**src/rtl/packet_header_parser_macros.svh**
```systemverilog
// Assertion helpers for the packet header parser.
// Both forms are clocked on aclk and are switched off while aresetn is low.
`ifndef PACKET_HEADER_PARSER_MACROS_SVH
`define PACKET_HEADER_PARSER_MACROS_SVH

// Same-cycle implication.
`define PHP_ASSERT_IMP(label, ante, cons, msg) \
    label: assert property (@(posedge aclk) disable iff (!aresetn) (ante) |-> (cons)) \
        else $error(msg);

// Next-cycle implication.
`define PHP_ASSERT_NXT(label, ante, cons, msg) \
    label: assert property (@(posedge aclk) disable iff (!aresetn) (ante) |=> (cons)) \
        else $error(msg);

`endif

```
**src/rtl/php_pkg.sv**
```systemverilog
package php_pkg;

    localparam int unsigned MAX_FRAME_DEF = 2048;

    localparam logic [15:0] ETH_TYPE_IPV4 = 16'h0800;
    localparam logic [15:0] ETH_TYPE_ARP  = 16'h0806;

    localparam logic [7:0] PROTO_ICMP = 8'd1;
    localparam logic [7:0] PROTO_TCP  = 8'd6;
    localparam logic [7:0] PROTO_UDP  = 8'd17;

    localparam logic [1:0] FK_IPV4  = 2'd0;
    localparam logic [1:0] FK_ARP   = 2'd1;
    localparam logic [1:0] FK_OTHER = 2'd2;

    localparam logic [2:0] TK_NONE  = 3'd0;
    localparam logic [2:0] TK_ICMP  = 3'd1;
    localparam logic [2:0] TK_TCP   = 3'd2;
    localparam logic [2:0] TK_UDP   = 3'd3;
    localparam logic [2:0] TK_OTHER = 3'd4;

    localparam logic [15:0] ETH_HDR_BYTES = 16'd14;
    localparam logic [15:0] ARP_BODY_BYTES = 16'd28;
    localparam logic [5:0]  MIN_IP_HDR = 6'd20;
    localparam logic [15:0] PORT_HDR_BYTES = 16'd8;
    localparam logic [15:0] MIN_TCP_HDR = 16'd20;

    // Frame state captured at the last byte of a frame.
    typedef struct packed {
        logic [15:0] byte_count;
        logic [15:0] ether_kind;
        logic [5:0]  header_len;
        logic [15:0] tcp_len;
        logic [7:0]  proto;
        logic [15:0] ip_accum;
        logic [15:0] tcp_accum;
        logic [15:0] src_port;
        logic [15:0] dst_port;
        logic [7:0]  tcp_offset_byte;
        logic [7:0]  tcp_flags;
        logic [15:0] arp_op;
        logic [3:0]  ip_version;
    } snap_t;

    // Summary transaction; the first member sits in the highest bits.
    typedef struct packed {
        logic        truncated;
        logic [15:0] op_code;
        logic [5:0]  tcp_offset_bytes;
        logic [7:0]  tcp_flag_bits;
        logic [15:0] dest_port;
        logic [15:0] source_port;
        logic        tcp_sum_ok;
        logic        ip_sum_ok;
        logic [5:0]  ip_header_bytes;
        logic [3:0]  ip_version;
        logic [2:0]  transport_kind;
        logic [1:0]  frame_kind;
    } result_t;

    localparam int unsigned RESULT_W = $bits(result_t);

    // Ones'-complement add with end-around carry.
    function automatic logic [15:0] fold_add(input logic [15:0] acc, input logic [15:0] w);
        logic [16:0] s;
        s = {1'b0, acc} + {1'b0, w};
        return s[15:0] + {15'b0, s[16]};
    endfunction

    function automatic logic [5:0] transport_start(input logic [5:0] hlen);
        return (hlen < MIN_IP_HDR) ? MIN_IP_HDR : hlen;
    endfunction

endpackage

```
**src/rtl/php_parse.sv**
```systemverilog
module php_parse #(
    parameter int unsigned MAX_FRAME = php_pkg::MAX_FRAME_DEF
) (
    input  logic           aclk,
    input  logic           aresetn,
    input  logic           byte_go,
    input  logic [7:0]     frame_byte,
    input  logic           frame_end,
    output php_pkg::snap_t snap_next
);
    import php_pkg::*;

    localparam int unsigned IDX_W = $clog2(MAX_FRAME + 1);

    logic [IDX_W-1:0] byte_idx_reg, byte_idx_next;
    logic [15:0] ether_reg, ether_next;
    logic [5:0]  hlen_reg, hlen_next;
    logic [15:0] total_reg, total_next;
    logic [7:0]  proto_reg, proto_next;
    logic [15:0] ip_acc_reg, ip_acc_next;
    logic [15:0] tcp_acc_reg, tcp_acc_next;
    logic [7:0]  hold_reg, hold_next;
    logic [15:0] sport_reg, sport_next;
    logic [15:0] dport_reg, dport_next;
    logic [7:0]  b12_reg, b12_next;
    logic [7:0]  b13_reg, b13_next;
    logic [15:0] arp_op_reg, arp_op_next;
    logic [3:0]  ver_reg, ver_next;

    logic [15:0] idx16, k, t, word, tlen, start16;
    logic [16:0] t_plus1;
    logic [5:0]  start;

    always_comb begin
        byte_idx_next = byte_idx_reg;
        ether_next    = ether_reg;
        hlen_next     = hlen_reg;
        total_next    = total_reg;
        proto_next    = proto_reg;
        ip_acc_next   = ip_acc_reg;
        tcp_acc_next  = tcp_acc_reg;
        hold_next     = hold_reg;
        sport_next    = sport_reg;
        dport_next    = dport_reg;
        b12_next      = b12_reg;
        b13_next      = b13_reg;
        arp_op_next   = arp_op_reg;
        ver_next      = ver_reg;

        idx16   = 16'(byte_idx_reg);
        k       = idx16 - ETH_HDR_BYTES;
        word    = {hold_reg, frame_byte};
        start   = transport_start(hlen_reg);
        start16 = {10'b0, start};
        tlen    = total_reg - start16;
        t       = k - start16;
        t_plus1 = {1'b0, t} + 17'd1;

        if (byte_idx_reg < IDX_W'(MAX_FRAME)) begin
            byte_idx_next = byte_idx_reg + IDX_W'(1);
            if (idx16 == 16'd12) begin
                hold_next = frame_byte;
            end else if (idx16 == 16'd13) begin
                ether_next = word;
            end else if (idx16 > 16'd13) begin
                if (ether_reg == ETH_TYPE_ARP) begin
                    if (k == 16'd6) hold_next = frame_byte;
                    if (k == 16'd7) arp_op_next = word;
                end else if (ether_reg == ETH_TYPE_IPV4) begin
                    if (k == 16'd0) begin
                        ver_next  = frame_byte[7:4];
                        hlen_next = {frame_byte[3:0], 2'b00};
                    end
                    if (k == 16'd3) total_next = word;
                    if (k == 16'd9) proto_next = frame_byte;
                    if (k[0]) begin
                        if (k < {10'b0, hlen_reg}) ip_acc_next = fold_add(ip_acc_reg, word);
                        if (k >= 16'd12 && k <= 16'd19) begin
                            tcp_acc_next = fold_add(tcp_acc_reg, word);
                        end
                    end
                    if (k >= start16) begin
                        if (t == 16'd1)  sport_next = word;
                        if (t == 16'd3)  dport_next = word;
                        if (t == 16'd12) b12_next = frame_byte;
                        if (t == 16'd13) b13_next = frame_byte;
                        if (t < tlen) begin
                            if (t[0]) begin
                                tcp_acc_next = fold_add(tcp_acc_reg, word);
                            end else if (t_plus1 == {1'b0, tlen}) begin
                                tcp_acc_next = fold_add(tcp_acc_reg, {frame_byte, 8'h00});
                            end
                        end
                    end
                    if (!k[0]) hold_next = frame_byte;
                end
            end
        end

        snap_next.byte_count      = 16'(byte_idx_next);
        snap_next.ether_kind      = ether_next;
        snap_next.header_len      = hlen_next;
        snap_next.tcp_len         = total_next - {10'b0, transport_start(hlen_next)};
        snap_next.proto           = proto_next;
        snap_next.ip_accum        = ip_acc_next;
        snap_next.tcp_accum       = tcp_acc_next;
        snap_next.src_port        = sport_next;
        snap_next.dst_port        = dport_next;
        snap_next.tcp_offset_byte = b12_next;
        snap_next.tcp_flags       = b13_next;
        snap_next.arp_op          = arp_op_next;
        snap_next.ip_version      = ver_next;
    end

    // The frame state returns to zero after the last byte of each frame.
    always_ff @(posedge aclk) begin
        if (!aresetn || (byte_go && frame_end)) begin
            byte_idx_reg <= '0;
            ether_reg    <= '0;
            hlen_reg     <= '0;
            total_reg    <= '0;
            proto_reg    <= '0;
            ip_acc_reg   <= '0;
            tcp_acc_reg  <= '0;
            hold_reg     <= '0;
            sport_reg    <= '0;
            dport_reg    <= '0;
            b12_reg      <= '0;
            b13_reg      <= '0;
            arp_op_reg   <= '0;
            ver_reg      <= '0;
        end else if (byte_go) begin
            byte_idx_reg <= byte_idx_next;
            ether_reg    <= ether_next;
            hlen_reg     <= hlen_next;
            total_reg    <= total_next;
            proto_reg    <= proto_next;
            ip_acc_reg   <= ip_acc_next;
            tcp_acc_reg  <= tcp_acc_next;
            hold_reg     <= hold_next;
            sport_reg    <= sport_next;
            dport_reg    <= dport_next;
            b12_reg      <= b12_next;
            b13_reg      <= b13_next;
            arp_op_reg   <= arp_op_next;
            ver_reg      <= ver_next;
        end
    end

endmodule

```
**src/rtl/php_summary.sv**
```systemverilog
module php_summary (
    input  php_pkg::snap_t   snap,
    output php_pkg::result_t res
);
    import php_pkg::*;

    logic [5:0]  start;
    logic [15:0] extra;
    logic [16:0] need;
    logic        trunc;
    logic [15:0] tcp_fold, tcp_final;

    always_comb begin
        start = transport_start(snap.header_len);
        res   = '0;
        extra = '0;
        need  = {1'b0, ETH_HDR_BYTES};

        case (snap.ether_kind)
            ETH_TYPE_IPV4: begin
                res.frame_kind = FK_IPV4;
                case (snap.proto)
                    PROTO_ICMP: begin
                        res.transport_kind = TK_ICMP;
                        extra = PORT_HDR_BYTES;
                    end
                    PROTO_TCP: begin
                        res.transport_kind = TK_TCP;
                        extra = (snap.tcp_len < MIN_TCP_HDR) ? MIN_TCP_HDR : snap.tcp_len;
                    end
                    PROTO_UDP: begin
                        res.transport_kind = TK_UDP;
                        extra = PORT_HDR_BYTES;
                    end
                    default: begin
                        res.transport_kind = TK_OTHER;
                    end
                endcase
                need = {1'b0, ETH_HDR_BYTES} + {11'b0, start} + {1'b0, extra};
            end
            ETH_TYPE_ARP: begin
                res.frame_kind = FK_ARP;
                need = {1'b0, ETH_HDR_BYTES} + {1'b0, ARP_BODY_BYTES};
            end
            default: begin
                res.frame_kind = FK_OTHER;
            end
        endcase

        trunc         = {1'b0, snap.byte_count} < need;
        res.truncated = trunc;

        // Pseudo-header protocol and segment length close the TCP sum.
        tcp_fold  = fold_add(snap.tcp_accum, {8'b0, PROTO_TCP});
        tcp_final = fold_add(tcp_fold, snap.tcp_len);

        if (res.frame_kind == FK_IPV4) begin
            res.ip_version      = snap.ip_version;
            res.ip_header_bytes = snap.header_len;
            res.ip_sum_ok       = !trunc && (snap.ip_accum == 16'hFFFF);
            if (res.transport_kind == TK_TCP || res.transport_kind == TK_UDP) begin
                res.source_port = snap.src_port;
                res.dest_port   = snap.dst_port;
            end
            if (res.transport_kind == TK_TCP) begin
                res.tcp_sum_ok       = !trunc && (tcp_final == 16'hFFFF);
                res.tcp_flag_bits    = snap.tcp_flags;
                res.tcp_offset_bytes = {snap.tcp_offset_byte[7:4], 2'b00};
            end
            if (res.transport_kind == TK_ICMP) begin
                res.op_code = {8'b0, snap.src_port[15:8]};
            end
        end else if (res.frame_kind == FK_ARP) begin
            res.op_code = snap.arp_op;
        end
    end

endmodule

```
**src/rtl/packet_header_parser.sv**
```systemverilog
// The summary transaction moves to m_axis from the edge that accepts the last byte of a frame
// through the input register, then the snapshot register, then the summary register.
// Throughput: one byte per cycle while a frame's last byte is not held back by a full output side.
// Reset (aresetn low, synchronous) empties all three stages and clears the frame state.
module packet_header_parser #(
    parameter int unsigned MAX_FRAME = php_pkg::MAX_FRAME_DEF
) (
    input  logic                         aclk,
    input  logic                         aresetn,
    input  logic                         s_axis_tvalid,
    output logic                         s_axis_tready,
    input  logic [7:0]                   s_axis_tdata,  // [7:0] frame_byte
    input  logic                         s_axis_tlast,  // frame_end
    output logic                         m_axis_tvalid,
    input  logic                         m_axis_tready,
    // From the lowest bit: frame_kind[1:0], transport_kind[4:2], ip_version[8:5],
    // ip_header_bytes[14:9], ip_sum_ok[15], tcp_sum_ok[16], source_port[32:17],
    // dest_port[48:33], tcp_flag_bits[56:49], tcp_offset_bytes[62:57],
    // op_code[78:63], truncated[79].
    output logic [php_pkg::RESULT_W-1:0] m_axis_tdata
);
    import php_pkg::*;

    // Input stage: one byte of the frame, held until the parser takes it.
    logic       in_valid_reg, in_valid_next;
    logic [7:0] in_byte_reg, in_byte_next;
    logic       in_last_reg, in_last_next;

    // Snapshot stage: the frame state as it stood after the last byte.
    logic  snap_valid_reg, snap_valid_next;
    snap_t snap_reg, snap_next_reg;
    snap_t snap_from_parse;

    // Output stage: the summary transaction offered on m_axis.
    logic    out_valid_reg, out_valid_next;
    result_t out_reg, out_next;
    result_t summary;

    logic out_free, snap_free, proc_go, in_free;

    // Each stage frees up when it is empty or its contents move on this cycle.
    // Bytes that do not end a frame never wait on the output side, so the parser keeps
    // taking bytes while a finished summary is still waiting to be taken.
    assign out_free  = !out_valid_reg || m_axis_tready;
    assign snap_free = !snap_valid_reg || out_free;
    assign proc_go   = in_valid_reg && (!in_last_reg || snap_free);
    assign in_free   = !in_valid_reg || proc_go;

    assign s_axis_tready = in_free;
    assign m_axis_tvalid = out_valid_reg;
    assign m_axis_tdata  = out_reg;

    php_parse #(
        .MAX_FRAME(MAX_FRAME)
    ) u_parse (
        .aclk      (aclk),
        .aresetn   (aresetn),
        .byte_go   (proc_go),
        .frame_byte(in_byte_reg),
        .frame_end (in_last_reg),
        .snap_next (snap_from_parse)
    );

    php_summary u_summary (
        .snap(snap_reg),
        .res (summary)
    );

    always_comb begin
        in_valid_next = in_valid_reg;
        in_byte_next  = in_byte_reg;
        in_last_next  = in_last_reg;
        if (in_free) begin
            in_valid_next = s_axis_tvalid;
            in_byte_next  = s_axis_tdata;
            in_last_next  = s_axis_tlast;
        end

        // A new snapshot replaces the old one only when the old one leaves in the same cycle.
        snap_valid_next = snap_valid_reg && !out_free;
        snap_next_reg   = snap_reg;
        if (proc_go && in_last_reg) begin
            snap_valid_next = 1'b1;
            snap_next_reg   = snap_from_parse;
        end

        out_valid_next = out_valid_reg;
        out_next       = out_reg;
        if (out_free) begin
            out_valid_next = snap_valid_reg;
            out_next       = summary;
        end
    end

    always_ff @(posedge aclk) begin
        if (!aresetn) begin
            in_valid_reg   <= 1'b0;
            snap_valid_reg <= 1'b0;
            out_valid_reg  <= 1'b0;
        end else begin
            in_valid_reg   <= in_valid_next;
            snap_valid_reg <= snap_valid_next;
            out_valid_reg  <= out_valid_next;
        end
    end

    always_ff @(posedge aclk) begin
        in_byte_reg <= in_byte_next;
        in_last_reg <= in_last_next;
        snap_reg    <= snap_next_reg;
        out_reg     <= out_next;
    end

`include "packet_header_parser_macros.svh"

    // Every frame end that the parser takes leaves a snapshot behind.
    `PHP_ASSERT_NXT(a_end_fills_snap, proc_go && in_last_reg, snap_valid_reg, "frame end lost")
    // A snapshot waiting on a stalled output stage is neither dropped nor overwritten.
    `PHP_ASSERT_NXT(a_snap_holds, snap_valid_reg && !out_free, snap_valid_reg && $stable(snap_reg), "pending snapshot disturbed")
    // A truncated frame never reports a good checksum.
    `PHP_ASSERT_IMP(a_trunc_no_sum, out_valid_reg && out_reg.truncated, !out_reg.ip_sum_ok && !out_reg.tcp_sum_ok, "checksum ok on truncated frame")
    // Only IPv4 frames carry a transport kind.
    `PHP_ASSERT_IMP(a_transport_ipv4, out_valid_reg && (out_reg.frame_kind != FK_IPV4), out_reg.transport_kind == TK_NONE, "transport kind on non-IPv4 frame")

endmodule

```
**config.mk**
```make
export PLATFORM = sky130hd
export DESIGN_NAME = packet_header_parser
export DESIGN_NICKNAME = d
export VERILOG_FILES = /design/src/rtl/php_pkg.sv /design/src/rtl/php_parse.sv /design/src/rtl/php_summary.sv /design/src/rtl/packet_header_parser.sv
export VERILOG_INCLUDE_DIRS = /design/src /design/src/rtl
export SDC_FILE = /design/constraint.sdc
export NUM_CORES = 1
export LEC_CHECK = 0
export ABC_AREA = 1
export BUFFER_PORTS_ARGS = -buffer_cell sky130_fd_sc_hd__buf_2
export CORE_UTILIZATION = 43
export DETAILED_ROUTE_END_ITERATION = 10
export GPL_TIMING_DRIVEN = 1
export HOLD_SLACK_MARGIN = 0.02
export MAX_ROUTING_LAYER = met4
export PLACE_DENSITY = 0.61
export SYNTH_ARGS = -nofsm -noshare
export SYNTH_HDL_FRONTEND = slang
export SYNTH_SLANG_ARGS = --single-unit
```
**constraint.sdc**
```tcl
create_clock -name aclk -period 6.9 [get_ports aclk]
set_clock_uncertainty 0.05 [all_clocks]
set_input_delay 1.725 -clock aclk [delete_from_list [all_inputs] [get_ports aclk]]
set_output_delay 1.725 -clock aclk [all_outputs]
set_load 0.005 [all_outputs]
```
==> results of run 1 <==
kinds of logic after synthesis:
| logic type | count (synthesis) | share of synthesized area |
|---|---|---|
| flops | 406 | 0.4206 |
| fa+ha+maj | 140 | 0.07229 |
| simple gates | 1319 | 0.2316 |
| buf+inv | 660 | 0.1017 |
| other cells | 1 | 0.0001496 |
| xor+xnor | 139 | 0.05023 |
| compound gates | 581 | 0.1235 |
cells in the final DEF (no fill, tap or decap), drive strengths merged, types with 132 or more instances in the layout:
master / count
a21oi: 206
buf: 135
dfxtp: 165
edfxtp: 241
ha: 132
inv: 561
nand2: 589
nand3: 187
nor2: 405
o21ai: 307
layout make-up:
| class | instances | share of cell area |
|---|---|---|
| Sequential cell | 406 | 0.3755 |
| Antenna cell | 2 | 0.0001783 |
| Tap cell | 765 | 0.03410 |
| Clock buffer | 62 | 0.04453 |
| Inverter | 563 | 0.07564 |
| Multi-Input combinational cell | 2181 | 0.4299 |
| Timing Repair Buffer | 135 | 0.03013 |
| Clock inverter | 22 | 0.01007 |
worst max-delay path: cells and delay by family, from the launching register on:
family | cells | cell delay, ps
AOI/OAI and AO/OA | 11 | 1540
xor gates and xnor gates | 1 | 170
and+or+nand+nor | 25 | 2890
buffers and inverters | 6 | 420
adders and majority gates | 4 | 860
DFF | 1 | 390
routing by layer:
metal,vias to the layer above,share of wire
li1,10743,-
met2,503,0.44
met3,83,0.053
met1,9466,0.48
met5,-,0
met4,0,0.026
power breakdown:
group          leakage [nW]  switching (mW)  internal (mW)
logic                  8.93           0.718          0.346
registers              3.90          0.0586           2.66
clock network         0.750            1.04           1.44
total                  13.6            1.82           4.44
path summary, 6_finish.rpt:
kind / from / to / slack (ps)
max: snap_reg[71] / m_axis_tdata[16] / 450
min: snap_valid_reg / m_axis_tvalid / 430
max reg2reg: snap_reg[71] / m_axis_tdata[16] / 450
min reg2reg: snap_valid_reg / m_axis_tvalid / 430
per-stage QoR:
| stage | TNS, ps | util | power [mW] | hold WS [ps] | setup slack [ps] |
|---|---|---|---|---|---|
| 5_1_grt | -284.5 | 0.4875 | 6.549 | 456.9 | -284.5 |
| 2_1_floorplan | 0 | - | 3.559 | 382.6 | 636.7 |
| 3_3_place_gp | 0 | 0.4590 | 3.804 | 407.7 | 182.2 |
| 3_5_place_dp | 0 | 0.4590 | 3.813 | 410.5 | 17.05 |
| 4_1_cts | 0 | 0.4857 | 6.305 | 424.8 | 15.83 |
| 6_report | 0 | 0.4875 | 6.259 | 426.0 | 450.7 |
timing repair:
| item | 4_1_cts | 5_1_grt |
|---|---|---|
| setup endpoints to repair | 0 | 1 |
| setup buffers | 0 | 4 |
| resized for setup | 0 | 20 |
==> results.yml, run 1 <==
route:
  drt-pass1-iter-count: 5
  wl_per_cell_um: 16.40
  drt_iter0_markers: 1784
  vias: 20795
  routed_wl_mm: 67.81
  ant_nets: 0
  viasPerCell: 5.028
  drc: 0
cts:
  cts_buffers: 45
  cts.clk_slew.worst_paths_ps: 60
  clock-sinks: 406
  htree_levels: 2
  clock_tree.root_cell: "clkbuf_16"
  cts_tree: "yes"
  clock_latency_ps: 610
  clockBufferDepth: 3
  ctsHoldBuffers: 0
placement:
  dp_hpwl_mm: 49.35
  gp_congestion: 0.9433
  port_buffers: 92
  place_inst: 4046
  place_area_sq_um: 26430
sta:
  rsz0062_at_grt: "yes"
  drv_slew: 0
  hold_viol: 0
  min_period_ps: 6449
  max_freq_mhz: 155.1
  setup_viol: 0
  final.period_utilization: 0.9347
  worst_pin_slew_ps: 1183
  slew_headroom: 0.2117
layout:
  multi_input_area_sq_um: 12070
  syn2layout_area_growth_pct: 12.02
  final_area_sq_um: 28070
  final_cells: 4136
  largest_register_ffs: 154
  nets: 3485
  drive_gt1_frac: 0.09469
  final-seq-area_sq_um: 10540
  n_fill_cell: 5573
pwr:
  pwr_density_cell_nw_per_um2: 223.0
  ir_worst_vdd_mv: 0.2101
  p_leak_nw: 13.58
floorplan:
  die_y_um: 243.4
  ioPinCount: 95
  die_area_sq_um: 59250
  rows: 88
  die_x_um: 243.4
  core-area_sq_um: 57590
  initial_core_util: 0.4352
worst_setup_path:
  critPathMaxStageDelay_ps: 390
  cp-start-kind: "register"
  crit_fanout: 3
  slowest_stage: "edfxtp_1"
  arrival_ps: 6860
  crit_path_end_kind: "register"
  critPathRequiredTime_ps: 7310
  worstRegToRegCells: 47
  crit_top_cell: "nor3_2"
  path_class: "reg -> reg"
yosys:
  netlist_area_sq_um: 25060
  synth-main-ff-cell: "edfxtp_1"
  syn_inst: 3246
  yosys_warnings: 0
  synth_commonest_cells: "nand2_1, inv_1, nor2_1"
  ys_seq_elements: 406
  yosysTopAreaCell: "edfxtp_1"
  yosysMostFrequentCell: "nand2_1"
  synth.avg_cell_area_sq_um: 7.720
  synth_area_leaders: "edfxtp_1, dfxtp_1, nand2_1"
  yosysUniqueCellTypes: 61
  synth_seq_area_share: 0.4206
  synth_edf_count: 241
  synth.top_cell.area_share: 0.2888
  postSynth.asyncResetShare: 0
run_status:
  status: "finished clean"
global_routing:
  track_usage: 0.2320
  grt_use_met3: 0.02644
  grt_busiest_layer: "met2"
  grt.met2_usage: 0.3512
  grt_pass1_vias: 18723
  antenna_found_initial: 5
  grt_pass1_wl_mm: 105.0
  grt.met1_usage: 0.3244
  grt_max_degree: 85
  grt-ovfl-total: 0
hold_path:
  whs_path_depth: 2
  hp-class: "reg -> reg"
job:
  drv_cap: 0
Note: power is estimated with default switching activity, not from simulation.
==> run 2: changes to the inputs <==
Settings changed: ABC_AREA 1 to 0.
==> results.yml, run 2 <==
hold_path:
  worstHoldStart: "u_parse.sport_reg[13]"
  hp-class: "reg -> reg"
pwr:
  power_frac_comb: 0.079
  pwr-share-seq: 0.480
  p_int_mw: 4.156
  pwr_density_cell_nw_per_um2: 204.0
  p_leak_nw: 10.84
  p_sw_frac: 0.2381
  p_switching_mw: 1.299
  ir_worst_vdd_mv: 0.2079
  clockPowerShare: 0.441
sta:
  max_freq_mhz: 154.6
  setup_viol: 0
  min_period_ps: 6469
  worst_slack_ps: 431.1
  slew_headroom: 0.1815
  hold_viol: 0
  drv_slew: 0
  worst_pin_slew_ps: 1224
  fin_tns_setup_ps: 0
  final.period_utilization: 0.9375
yosys:
  synth_area_leaders: "edfxtp_1, dfxtp_1, ha_1"
  yosysUniqueCellTypes: 98
  postSynth.asyncResetShare: 0
  synth-main-ff-cell: "edfxtp_1"
  yosys_warnings: 0
  synth.avg_cell_area_sq_um: 9.745
  ys_seq_elements: 406
  synth_commonest_cells: "nand2_1, edfxtp_1, nor2_1"
  syn_inst: 2459
  synth_seq_area_share: 0.4398
  yosysMostFrequentCell: "nand2_1"
  synth_edf_count: 241
  yosysTopAreaCell: "edfxtp_1"
  synth.top_cell.area_share: 0.3020
  netlist_area_sq_um: 23960
cts:
  cts_tree: "yes"
  clock-sinks: 406
  cts.clk_slew.worst_paths_ps: 70
  cts_buffers: 44
  ctsHoldBuffers: 0
  clock_tree.root_cell: "clkbuf_16"
  clock_latency_ps: 580
  clockBufferDepth: 3
  postCtsSetupRepairBufs: 0
  htree_levels: 2
route:
  met3_length_mm: 3.396
  vias: 18515
  drt-pass1-iter-count: 7
  dr_wl_met2_mm: 30.66
  drc: 0
  ant_nets: 0
  maxUsedRoutingLayer: "met4"
  viasPerCell: 5.606
  met1_length_mm: 29.59
  wl_per_cell_um: 19.82
  routed_wl_mm: 65.47
  drt_iter0_markers: 1136
placement:
  dp_hpwl_mm: 46.80
  port_buffers: 92
  gp_congestion: 0.9586
  pre_cts_ws_ps: 223.5
layout:
  n_fill_cell: 5179
  final-seq-area_sq_um: 10540
  mostFrequentLayoutCells: "nand2_1, edfxtp_1, nor2_1"
  final_common_cell: "nand2_1"
  nets: 2672
  post-route-util: 0.4853
  antenna_cells: 0
  syn2layout_area_growth_pct: 11.58
  multi_input_area_sq_um: 12690
  drive_gt1_frac: 0.1358
  largest_register_ffs: 154
floorplan:
  initial_core_util: 0.4350
  ioPinCount: 95
  core-area_sq_um: 55090
  die_area_sq_um: 56670
  die_y_um: 238.1
  rows: 86
  die_x_um: 238.1
worst_setup_path:
  cp-start-kind: "register"
  path_class: "reg -> reg"
  r2r_start: "snap_reg[71]"
  critPathMaxStageDelay_ps: 430
  crit_family: "simple AND/OR/NAND/NOR gates"
  crit_path_start: "snap_reg[71]"
  crit_fanout: 5
  crit_top_cell: "ha_1"
  crit_path_end_kind: "register"
  critPathRequiredTime_ps: 7240
  arrival_ps: 6810
  slowest_stage: "edfxtp_1"
  crit_buf_inv: 0
global_routing:
  grt-ovfl-total: 0
  grt_pass1_vias: 18218
  grt_pass1_wl_mm: 101.7
  antenna_found_initial: 2
  track_usage: 0.2365
  grt_max_degree: 85
run_status:
  status: "finished clean"
job:
  drv_cap: 0
[run 2: layout make-up]
class | count | share of cell area
Clock inverter | 17 | 0.007534
Tap cell | 748 | 0.03500
Timing Repair Buffer | 135 | 0.02976
Clock buffer | 65 | 0.04792
Inverter | 75 | 0.01086
Sequential cell | 406 | 0.3942
Multi-Input combinational cell | 1857 | 0.4747
[run 2: kinds of logic (layout without fill, tap and decap cells)]
kind of cell	after synthesis	count (layout)	synth area share
mux	147	147	0.06647
other cells	1	2	0.0001565
xor+xnor	202	202	0.07649
buf+inv	197	292	0.03279
fa+ha+maj	143	143	0.07686
flops	406	406	0.4398
simple gates	934	934	0.1911
compound gates	429	429	0.1163
[run 2: repair_timing]
action,4_1_cts,5_1_grt
setup endpoints to repair,0,1
endpoints found under the hold margin,0,0
gates resized for setup,0,5
[run 2: path summary, 6_finish.rpt]
path | slack [ps] | to | cells after the start
worst max-delay path | 430 | m_axis_tdata[16] | 29
worst min-delay path | 400 | u_parse.sport_reg[13] | 2
worst max register to register | 430 | m_axis_tdata[16] | 29
worst min register to register | 400 | u_parse.sport_reg[13] | 2
[run 2: routing by layer]
metal  GRT usage  vias up
met5           -        -
met4     0.07479        0
met3     0.02996      102
met2      0.3791      520
met1      0.3111     8952
li1            -     8941
[run 2: stage by stage]
stage | instances | instance area (sq um) | power, mW | hold slack, ps
after floorplan | 2460 | 23970 | 2.965 | 378.4
after global placement | 3221 | 25240 | 3.085 | 384.5
after detailed placement | 3221 | 25240 | 3.097 | 393.2
after CTS | 3303 | 26730 | 5.503 | 401.3
after global routing | 3303 | 26740 | 5.636 | 421.5
final | 3303 | 26740 | 5.455 | 401.9
[run 2: power groups by stage]
stage                     clock network [mW]  logic [mW]  registers [mW]
after detailed placement                   0       0.429            2.67
final                                   2.41       0.433            2.62
after global routing                    2.54       0.475            2.62
after floorplan                            0       0.301            2.66
after global placement                     0       0.419            2.67
after CTS                               2.46       0.431            2.62
[run 2: worst min-delay path, cell delays in order, from the launching register on]
cell	delay (ps)
dfxtp_1	310
nand2_1	50
a21oi_1	50
==> run 3: changes to the inputs <==
Settings changed: REMOVE_ABC_BUFFERS set to 1.
==> results.yml, run 3 (synthesized netlist as in run 2, its figures left out) <==
route:
  ant_nets: 0
  vias: 18490
  wl_per_cell_um: 19.74
  drt_iter0_markers: 1267
  viasPerCell: 5.596
  routed_wl_mm: 65.22
  drc: 0
  drt-pass1-iter-count: 5
worst_setup_path:
  crit_top_cell: "ha_1"
  critPathRequiredTime_ps: 7240
  crit_path_end_kind: "register"
  crit_fanout: 5
  slowest_stage: "or4_1"
  arrival_ps: 6780
  critPathMaxStageDelay_ps: 430
  cp-start-kind: "register"
  path_class: "reg -> reg"
floorplan:
  die_y_um: 238.1
  die_x_um: 238.1
  initial_core_util: 0.4350
  rows: 86
  core-area_sq_um: 55090
  die_area_sq_um: 56670
  ioPinCount: 95
sta:
  setup_viol: 0
  slew_headroom: 0.1964
  hold_viol: 0
  rsz0062_at_grt: "no"
  final.period_utilization: 0.9341
  worst_slack_ps: 454.4
  drv_slew: 0
  max_freq_mhz: 155.1
  worst_pin_slew_ps: 1204
  min_period_ps: 6446
  fin_tns_setup_ps: 0
global_routing:
  grt_pass1_vias: 17704
  grt-ovfl-total: 0
  antenna_found_initial: 1
  track_usage: 0.2336
  grt_max_degree: 94
  grt_pass1_wl_mm: 100.3
placement:
  port_buffers: 92
  pre_cts_ws_ps: 272.1
  dp_hpwl_mm: 46.33
  gp_congestion: 0.9623
  place_area_sq_um: 25220
  place_inst: 3220
cts:
  htree_levels: 2
  clock_latency_ps: 600
  cts_tree: "yes"
  clockBufferDepth: 3
  clock_tree.root_cell: "clkbuf_16"
  cts.clk_slew.worst_paths_ps: 60
  cts_buffers: 44
  clock-sinks: 406
pwr:
  pwr_density_cell_nw_per_um2: 200.8
  power_frac_comb: 0.080
  p_leak_nw: 10.79
  p_sw_frac: 0.2438
  p_int_mw: 4.049
  p_switching_mw: 1.305
  ir_worst_vdd_mv: 0.1629
  clockPowerShare: 0.431
  pwr-share-seq: 0.489
run_status:
  status: "finished clean"
job:
  drv_cap: 0
hold_path:
  hp-class: "reg -> reg"
layout:
  post-route-util: 0.4841
  final_cells: 3304
  antenna_cells: 0
  final_area_sq_um: 26670
  drive_gt1_frac: 0.1354
  final_common_cell: "nand2_1"
  syn2layout_area_growth_pct: 11.29
  multi_input_area_sq_um: 12700
  n_fill_cell: 5112
  mostFrequentLayoutCells: "nand2_1, edfxtp_1, nor2_1"
  nets: 2673
  final-seq-area_sq_um: 10540
  largest_register_ffs: 154
run 3: cell types whose count changed in the layout (fill, tap and decap cells not counted), sizes merged:
cell	delta
clkbuf	-6
bufinv	-1
inv	-2
clkinv	+9
buf	+1
run 3: metal layers:
| metal | vias to the layer above | wire [um] | share of wire | GRT usage |
|---|---|---|---|---|
| li1 | 8920 | - | - | - |
| met1 | 9029 | 29760 | 0.46 | 0.3064 |
| met2 | 444 | 31170 | 0.48 | 0.3845 |
| met3 | 97 | 2721 | 0.042 | 0.02406 |
| met4 | 0 | 1564 | 0.024 | 0.06391 |
| met5 | - | 0 | 0 | - |
run 3: final timing paths:
check,startpoint,to,slack [ps],cells after the start
max,snap_reg[71],m_axis_tdata[16],450,30
min,u_parse.dport_reg[13],u_parse.dport_reg[13],400,2
max reg2reg,snap_reg[71],m_axis_tdata[16],450,30
min reg2reg,u_parse.dport_reg[13],u_parse.dport_reg[13],400,2
run 3: metrics by stage:
step	hold slack, ps	total power, mW
6_report	400.4	5.355
5_1_grt	416.0	5.536
4_1_cts	401.9	5.405
3_5_place_dp	393.3	3.093
3_3_place_gp	384.0	3.084
2_1_floorplan	378.4	2.955
run 3: worst max-delay path: cells and delay by family, from the launching register on:
| family | cells | cell delay [ps] |
|---|---|---|
| XOR/XNOR | 1 | 140 |
| adder cells (fa/ha/maj) | 5 | 1180 |
| multiplexers | 1 | 130 |
| AND/OR/NAND/NOR | 13 | 2540 |
| AO/OA/AOI/OAI | 10 | 1800 |
| flip-flops | 1 | 400 |
run 3: power groups by stage:
stage | registers [mW] | logic (mW) | clock network [mW]
after global placement | 2.67 | 0.415 | 0
after detailed placement | 2.67 | 0.423 | 0
final | 2.62 | 0.429 | 2.31
after CTS | 2.62 | 0.425 | 2.36
after global routing | 2.62 | 0.470 | 2.44
after floorplan | 2.67 | 0.285 | 0
run 3: what timing repair did:
action | CTS | global route
setup buffers | 0 | 2
resized for setup | 0 | 8
endpoints found under the setup margin | 0 | 2
hold buffers | 0 | 0
run 3: area by class of cell:
cell class | instances | area share
Multi-Input combinational cell | 1857 | 0.4762
Tap cell | 748 | 0.03509
Inverter | 75 | 0.01088
Clock inverter | 23 | 0.008023
Timing Repair Buffer | 136 | 0.02965
Clock buffer | 59 | 0.04490
Sequential cell | 406 | 0.3952
